## src/sv/smw_pkg.sv

```systemverilog
`timescale 1ns / 1ps
// Shared types for the sliding window median unit.
// Used by smw_cell and sliding_window_median_unit; no dependencies.
package smw_pkg;

	// Handshake-free link between neighboring cells
	typedef struct packed {
		logic valid;   // cell holds a window sample
		logic le;      // cell value (possibly compacted) orders at or below the new sample
	} smw_link_t;

	// Control broadcast to every cell
	typedef struct packed {
		logic ins;     // a sample transaction is taken this cycle
		logic rm;      // window is full: the oldest sample leaves
		logic clr;     // window length written: empty the window
	} smw_bcast_t;

endpackage

```

## src/sv/smw_cell.sv

```systemverilog
`timescale 1ns / 1ps
// One cell of the sorted window: holds a sample and a valid bit.
// Removes the leaving sample and inserts the new one using neighbor links; uses smw_pkg.
module smw_cell #(
	parameter int W = 32
) (
	input  logic                 clk,
	input  logic                 arst_n,
	input  smw_pkg::smw_bcast_t  bc,
	input  logic signed [W-1:0]  x,
	input  logic signed [W-1:0]  old,
	// from the cell above (higher sorted index)
	input  smw_pkg::smw_link_t   hi_link,
	input  logic signed [W-1:0]  hi_v,
	// from the cell below: its compacted value and status
	input  smw_pkg::smw_link_t   lo_link,
	input  logic signed [W-1:0]  lo_v,
	// to the cell below
	output smw_pkg::smw_link_t   dn_link,
	output logic signed [W-1:0]  dn_v,
	// to the cell above
	output smw_pkg::smw_link_t   up_link,
	output logic signed [W-1:0]  up_v,
	output logic signed [W-1:0]  value
);
	import smw_pkg::*;

	logic signed [W-1:0] v_q;
	logic                valid_q;
	logic                le;
	logic                below_rm;
	logic                keep;
	logic signed [W-1:0] cmp_v;
	logic                cmp_le;
	logic signed [W-1:0] v_d;

	// Compare against the new and the leaving sample
	always_comb begin
		le       = valid_q && (v_q <= x);
		below_rm = valid_q && (v_q < old);
		keep     = !bc.rm || below_rm;
		cmp_v    = keep ? v_q : hi_v;
		cmp_le   = keep ? le : hi_link.le;
		if (cmp_le) begin
			v_d = cmp_v;
		end else if (lo_link.le) begin
			v_d = x;
		end else begin
			v_d = lo_v;
		end
	end

	// Hand status to neighbors
	assign dn_link = '{valid: valid_q, le: le};
	assign dn_v    = v_q;
	assign up_link = '{valid: valid_q, le: cmp_le};
	assign up_v    = cmp_v;
	assign value   = v_q;

	// Advance the sample on each transaction
	always_ff @(posedge clk) begin
		if (bc.ins) begin
			v_q <= v_d;
		end
	end

	// Grow the window while filling, drop it on a length write
	always_ff @(posedge clk or negedge arst_n) begin
		if (!arst_n) begin
			valid_q <= 1'b0;
		end else if (bc.clr) begin
			valid_q <= 1'b0;
		end else if (bc.ins && !bc.rm) begin
			valid_q <= lo_link.valid;
		end
	end

endmodule
```

## config.mk

```make
export PLATFORM = sky130hd
export DESIGN_NAME = smw_cell
export DESIGN_NICKNAME = d
export VERILOG_FILES = /design/src/sv/smw_pkg.sv /design/src/sv/smw_cell.sv
export SDC_FILE = /design/constraint.sdc
export NUM_CORES = 1
export LEC_CHECK = 0
export ABC_AREA = 1
export BUFFER_PORTS_ARGS = -buffer_cell sky130_fd_sc_hd__buf_2
export CORE_ASPECT_RATIO = 0.7
export CORE_MARGIN = 8
export CORE_UTILIZATION = 50
export DETAILED_ROUTE_END_ITERATION = 10
export GPL_TIMING_DRIVEN = 0
export MAX_ROUTING_LAYER = met4
export PLACE_DENSITY = 0.95
export REMOVE_ABC_BUFFERS = 1
export SLEW_MARGIN = 20
export SYNTH_ARGS = -nofsm -noshare
export SYNTH_HDL_FRONTEND = slang
export SYNTH_SLANG_ARGS = --single-unit
```

## constraint.sdc

```tcl
create_clock -name clk -period 8.1 [get_ports clk]
set_input_delay 1.62 -clock clk [delete_from_list [all_inputs] [get_ports clk]]
set_output_delay 1.62 -clock clk [all_outputs]
set_load 0.01 [all_outputs]
```

Word level (Yosys, flattened, before mapping)

Index checks and enable logic that the tools add are counted.

Register bits after elaboration: 33
Bits of input ports: 137
Logic and storage cells: 16

Magnitude comparators: 2
Multiplexer cells: 6
Reductions and logical operators: 6

Operator list:

| kind                        | number |
|---|---|
| 2-to-1 mux 32 bit           | 3 |
| <= comparator 32 bit        | 1 |
| less-than comparator 32 bit | 1 |
| logical AND 1 bit           | 3 |
| 2-to-1 mux 1 bit            | 3 |
| nonzero test 2 bit          | 1 |
| zero test 1 bit             | 1 |
| logical OR 1 bit            | 1 |

Longest topological paths before layout

Gate-level depths: netlist of run 1.

Depth after elaboration: 5
Mapped depth: 20

Worst setup path after synthesis of run 1

Ideal clock, no wire load.

Path kind: input -> output
Start point: in old[21]
End point: out up_link[0] in the netlist's numbering
Data arrival time: 3.190 ns
Data required time: 6.480 ns
Slack: 3.290 ns
Stages: 15
Cell sequence: inv_1 -> ha_1 -> a21oi_1 -> nor2_1 -> nor2_1 -> nand3_1 -> a21oi_1 -> nand2_1 -> nand2_1 -> nand3_2 -> nand2_4 -> nand2_4 -> nand2_4 -> buf_6 -> buf_4

Word-level cells in the longest chain between the ends: 4

RTL lines:

| item                        | line           | RTL |
|---|---|---|
| start, declared             | smw_cell.sv:11 | `input logic signed [W-1:0] old,` |
| less-than comparator 32 bit | smw_cell.sv:40 | `below_rm = valid_q && (v_q < old);` |
| logical AND 1 bit           | smw_cell.sv:40 |  |
| logical OR 1 bit            | smw_cell.sv:41 | `keep = !bc.rm \|\| below_rm;` |
| 2-to-1 mux 1 bit            | smw_cell.sv:43 | `cmp_le = keep ? le : hi_link.le;` |
| end, declared               | smw_cell.sv:22 | `output smw_pkg::smw_link_t up_link,` |

Every way passes these cells.

==> results of run 1 <==
cell families (layout without fill, tap and decap cells):
| kind of cell | Yosys count | in the layout | share of synthesized area (%) |
|---|---|---|---|
| simple gates | 330 | 330 | 32.3 |
| fa+ha+maj | 63 | 63 | 18.5 |
| buf+inv | 142 | 322 | 16.7 |
| mux | 1 | 1 | 0.264 |
| flops | 33 | 33 | 23.1 |
| compound gates | 74 | 74 | 9.08 |
cells in the mapped netlist (all sizes together):
master,count
nand2,197
mux2,1
dfrtp,1
nor4,1
buf,51
o21bai,1
and3,1
a21oi,61
nor2,56
nor3,1
clkbuf,11
ha,63
nand4,3
o21ai,8
inv,80
edfxtp,32
o21a,2
nand3,71
a211oi,1
a21o,1
cells in the final DEF, fill, tap and decap left out:
cell / instances
o21bai_1: 1
buf_4: 1
nor4_1: 1
mux2_2: 1
a21o_1: 1
buf_2: 234
edfxtp_1: 32
ha_1: 63
clkbuf_16: 5
clkinv_1: 1
dfrtp_1: 1
o21ai_1: 1
a21oi_2: 1
nand4_1: 3
a21oi_1: 60
nand3_2: 2
nand3_1: 69
a211oi_1: 1
nand2_1: 194
o21a_1: 2
nand2_4: 3
nor3_1: 1
nor2_1: 56
clkbuf_1: 1
inv_1: 79
inv_2: 1
and3_1: 1
o21ai_0: 7
registers in the layout (all words and copies together), names as in the netlist:
signal	flops
dn_v	32
valid_q	1
cell type report:
cell class                 instances  area, sq um
fill                             781         3080
tap                              105          131
sequential                        33          986
multi-input combinational        468         2560
inverter                          80          300
clock inverter                     1         3.75
clock buffer                       6          129
timing repair buffer             235         1180
per-stage QoR:
stage / cells / total power (uW) / instance area (sq um) / setup slack, ns
2_1_floorplan: 581 / 416 / 3850 / 2.65
3_3_place_gp: 921 / 551 / 5150 / 1.24
3_5_place_dp: 921 / 559 / 5150 / 1.24
4_1_cts: 928 / 742 / 5290 / 1.23
5_1_grt: 928 / 793 / 5290 / 0.810
6_report: 928 / 737 / 5290 / 1.18
metal layers:
layer | GRT usage (%) | up-vias | wire length, microns
li1 | - | 2419 | -
met1 | 30.3 | 2067 | 6390
met2 | 40.8 | 231 | 6630
met3 | 4.83 | 10 | 1210
met4 | 3.49 | 0 | 104
met5 | - | - | 0
tightest hold or removal path: stages (launching register included):
cell	delay [ns]
dfrtp_1	0.42
inv_1	0.11
a211oi_1	0.07
worst paths after layout:
path	depth (start not counted)	slack [ns]	end	from
setup / recovery	15	1.18	up_link[0]	old[29]
hold / removal	2	0.64	valid_q$_DFFE_PN0P_	valid_q$_DFFE_PN0P_
setup reg to reg	14	3.96	dn_v[22]$_DFFE_PP_	dn_v[29]$_DFFE_PP_
hold reg to reg	2	0.64	valid_q$_DFFE_PN0P_	valid_q$_DFFE_PN0P_
max in group asynchronous	1	6.91	valid_q$_DFFE_PN0P_	arst_n
min in group asynchronous	1	1.11	valid_q$_DFFE_PN0P_	arst_n
power breakdown:
part / total (uW) / internal, uW / switching (uW)
clock: 180 / 111 / 69.0
sequential: 236 / 212 / 24.2
combinational: 320 / 132 / 188
==> impl_metrics.toml, run 1 <==
[global_route]
grtUsageTotal_pct = 24.2
grt_first_pass_wirelength_microns = 22600
overflow = 0
grt_pass1_vias = 4553
antenna_found_initial = 0
grt_start_max_net_pins = 64

[critical_path]
worstPathRequired_ns = 6.48
max_stage_delay_ns = 0.73
cp.buffers_inverters = 3
endpoint_kind = "output pin"
crit_chain = "buf_2 -> inv_1 -> ha_1 -> a21oi_1 -> nor2_1 -> nor2_1 -> nand3_1 -> a21oi_1 -> nand2_1 -> nand2_1 -> nand3_2 -> nand2_4 -> nand2_4 -> nand2_4 -> buf_2"
slowest_stage = "nand2_4"
crit_top_cell = "nand2_4"
crit_family = "simple AND/OR/NAND/NOR gates"
cp-start-kind = "input port"
crit_type = "in -> out"
path_max_fanout = 34
cp.arrival_ns = 5.30

[place]
dp_hpwl_microns = 10900
io_buffers = 235
place_congestion = 0.839

[routing]
vias_per_cell = 5.09
vias = 4727
drc = 0
wl_per_cell_microns = 15.4
antenna_left = 0
first_pass_iters = 5
drtIter0Drc = 331
wl_microns = 14300

[pwr]
powerDensity_mw_per_mm2 = 139
vdd_drop_max_mv = 0.111
leakage_uw = 0.00322

[synthesis]
yosysTopAreaCell = "edfxtp_1"
syn-cell-area_sq_mm = 0.00426
yosysUniqueCellTypes = 27
synth.area.top_cells = "edfxtp_1 23%, ha_1 19%, nand2_1 17%, nand3_1 8.1%, a21oi_1 7.1%"
ys_warn_count = 0
synth_top_area_share_pct = 22.6
synthCells = 643
ys_ff_latch = 33
yosysSeqAreaShare_pct = 23.1
synth.avg_cell_area_sq_um = 6.62

[cts]
cts_resized = 0
root_buffer = "clkbuf_16"
clock_sinks = 33
cts-hold-fix-buffers = 0
clk_pin_slew_worst_paths_ns = 0.06
clk-insertion-delay-late_ns = 0.27
postCtsSetupRepairBufs = 0
cts_buffers = 5
cts_buffer_depth = 2
htree_levels = 2
cts_tree = "yes"

[job]
cap_violations = 0

[sta]
relSlewSlack_pct = 38.6
finalMaxSlewViolations = 0
hold_violations = 0
period_share_pct = 85.4
finClkSkew_ns = 0.00467
setup_tns_ns = 0
min_period_ns = 6.92
setup_viol = 0
whs_ns = 0.638
max_freq_mhz = 145
rsz0062_at_grt = "false"
worstMarginPinSlew_ns = 0.920

[floorplan]
initial_core_util_pct = 50.9
fp.coreArea_sq_mm = 0.00837
fp.dieH_microns = 93.2
die_w_microns = 126
rows = 28
ios = 237
dieArea_sq_mm = 0.0118

[status]
status = "finished, final reports clean"

[final_layout]
drive_above_1_share_pct = 30.1
syn2layout_area_growth_pct = 24.2
fin_nets = 1023
utilization_pct = 63.2
antennaDiodeCount = 0

[hold_path]
hp-class = "reg -> reg"
(Power assumes the default switching activity.)
==> inputs of run 2 (changes only) <==
--- a/config.mk
+++ b/config.mk
@@ -7,11 +7,13 @@
 export LEC_CHECK = 0
 export ABC_AREA = 1
 export BUFFER_PORTS_ARGS = -buffer_cell sky130_fd_sc_hd__buf_2
+export CELL_PAD_IN_SITES_DETAIL_PLACEMENT = 2
+export CELL_PAD_IN_SITES_GLOBAL_PLACEMENT = 2
 export CORE_ASPECT_RATIO = 0.7
 export CORE_MARGIN = 8
-export CORE_UTILIZATION = 50
+export CORE_UTILIZATION = 24
 export DETAILED_ROUTE_END_ITERATION = 10
-export GPL_TIMING_DRIVEN = 0
+export GPL_TIMING_DRIVEN = 1
 export MAX_ROUTING_LAYER = met4
 export PLACE_DENSITY = 0.95
 export REMOVE_ABC_BUFFERS = 1
==> impl_metrics.toml, run 2 (synthesized netlist as in run 1, its figures left out) <==
[routing]
vias = 5006
wl_per_cell_microns = 19.3
wl_microns = 20500
antenna_left = 0
drc = 0
first_pass_iters = 4
vias_per_cell = 4.72
drtIter0Drc = 147

[final_layout]
utilization_pct = 31.8
final_common_cell = "buf_2"
largest_reg_flops = 32
syn2layout_area_growth_pct = 28.7
finalInstanceArea_sq_mm = 0.00548
fin_nets = 1027
most-common-layout-cells = "235 x buf_2, 194 x nand2_1, 79 x inv_1, 69 x nand3_1, 63 x ha_1"
drive_above_1_share_pct = 30.4
instances_no_fill = 1061

[place]
io_buffers = 235
dpl_cell_area_sq_mm = 0.00534
dp_hpwl_microns = 15900
place_congestion = 0.757
dp_cells = 1051

[cts]
cts_resized = 0
cts_buffers = 5
clk-insertion-delay-late_ns = 0.29
cts-hold-fix-buffers = 0
clk_pin_slew_worst_paths_ns = 0.06
cts_tree = "yes"
clock_sinks = 33
root_buffer = "clkbuf_16"
cts_buffer_depth = 2
htree_levels = 2
postCtsSetupRepairBufs = 0

[sta]
hold_violations = 0
period_share_pct = 76.8
finalMaxSlewViolations = 0
worstMarginPinSlew_ns = 1.02
relSlewSlack_pct = 31.9
max_freq_mhz = 161
whs_ns = 0.676
rsz0062_at_grt = "false"
min_period_ns = 6.22
setup_viol = 0
setup_tns_ns = 0
finClkSkew_ns = 0.00497

[floorplan]
fp.dieH_microns = 127
rows = 40
die_w_microns = 175
initial_core_util_pct = 24.7
fp.coreArea_sq_mm = 0.0173
ios = 237
dieArea_sq_mm = 0.0223

[status]
status = "finished, final reports clean"

[critical_path]
cp.arrival_ns = 4.60
path_max_fanout = 33
crit_type = "in -> out"
crit_chain = "buf_2 -> inv_1 -> ha_1 -> nand2_1 -> nor2_1 -> nor2_1 -> nand3_1 -> a21oi_1 -> nand2_1 -> nand2_1 -> nand3_2 -> nand2_4 -> nand2_4 -> nand2_4 -> buf_2"
rr_endpoint = "dn_v[20]$_DFFE_PP_"
r2r_cells = 18
endpoint_kind = "output pin"
max_stage_delay_ns = 0.54
worstPathRequired_ns = 6.48
rr_startpoint = "dn_v[3]$_DFFE_PP_"
slowest_stage = "nand2_4"
r2r_setup_slack_ns = 4.56
cp-start-kind = "input port"

[global_route]
grt_start_max_net_pins = 64
antenna_found_initial = 2
overflow = 0
grt_first_pass_wirelength_microns = 31600
grtUsageTotal_pct = 18.4
grt_pass1_vias = 5721

[pwr]
vdd_drop_max_mv = 0.0681
leakage_uw = 0.00324
powerDensity_mw_per_mm2 = 143

[hold_path]
hold_end = "valid_q$_DFFE_PN0P_"
hp-class = "reg -> reg"
hold-path-cell-count = 2
worstHoldStart = "valid_q$_DFFE_PN0P_"

[job]
cap_violations = 0
[run 2: cell types whose count changed in the layout (fill, tap and decap cells not counted)]
cell / delta
clkinv_1: -1
clkbuf_1: +2
buf_4: +3
buf_2: +1
diode_2: +2
[run 2: how the worst max path moves through the flow]
| stage | from | to | slack [ns] | cells past startpoint |
|---|---|---|---|---|
| 6_report | old[31] | up_link[0] | 1.88 | 15 |
| 5_1_grt | old[3] | up_link[0] | 1.55 | 17 |
| 4_1_cts | old[31] | up_link[0] | 1.81 | 15 |
| 2_1_floorplan | old[21] | up_link[0] | 2.65 | 13 |
| 3_3_place_gp | old[3] | up_link[0] | 1.91 | 17 |
| 3_5_place_dp | old[3] | up_link[0] | 1.82 | 19 |
[run 2: final cells by class]
type,instances,area [sq um]
fill,2176,11800
multi-input combinational,468,2560
timing repair buffer,239,1210
sequential,33,986
inverter,80,300
tap,231,289
clock buffer,8,136
antenna,2,5.00
[run 2: power breakdown]
part	internal [uW]	switching (uW)
combinational	135	210
sequential	212	26.9
clock	115	85.0
total	462	322
[run 2: per-layer routing]
layer  track usage [%]  routed length (microns)  up-vias
met1              22.0                     9590     2403
met4              3.33                      216        0
met2              31.8                     9760      161
met5                 -                        0        -
li1                  -                        -     2424
met3              4.15                      918       18
[run 2: worst max-delay path, delay by kind of cell]
family | cells | cell delay [ns]
simple gates | 10 | 2.05
buf+inv | 3 | 0.35
compound gates | 1 | 0.19
fa+ha+maj | 1 | 0.36
[run 2: stage by stage]
stage	setup slack (ns)	total power, uW
after CTS	1.81	802
final	1.88	784
after global placement	1.91	569
after floorplan	2.65	416
after global routing	1.55	848
after detailed placement	1.82	592
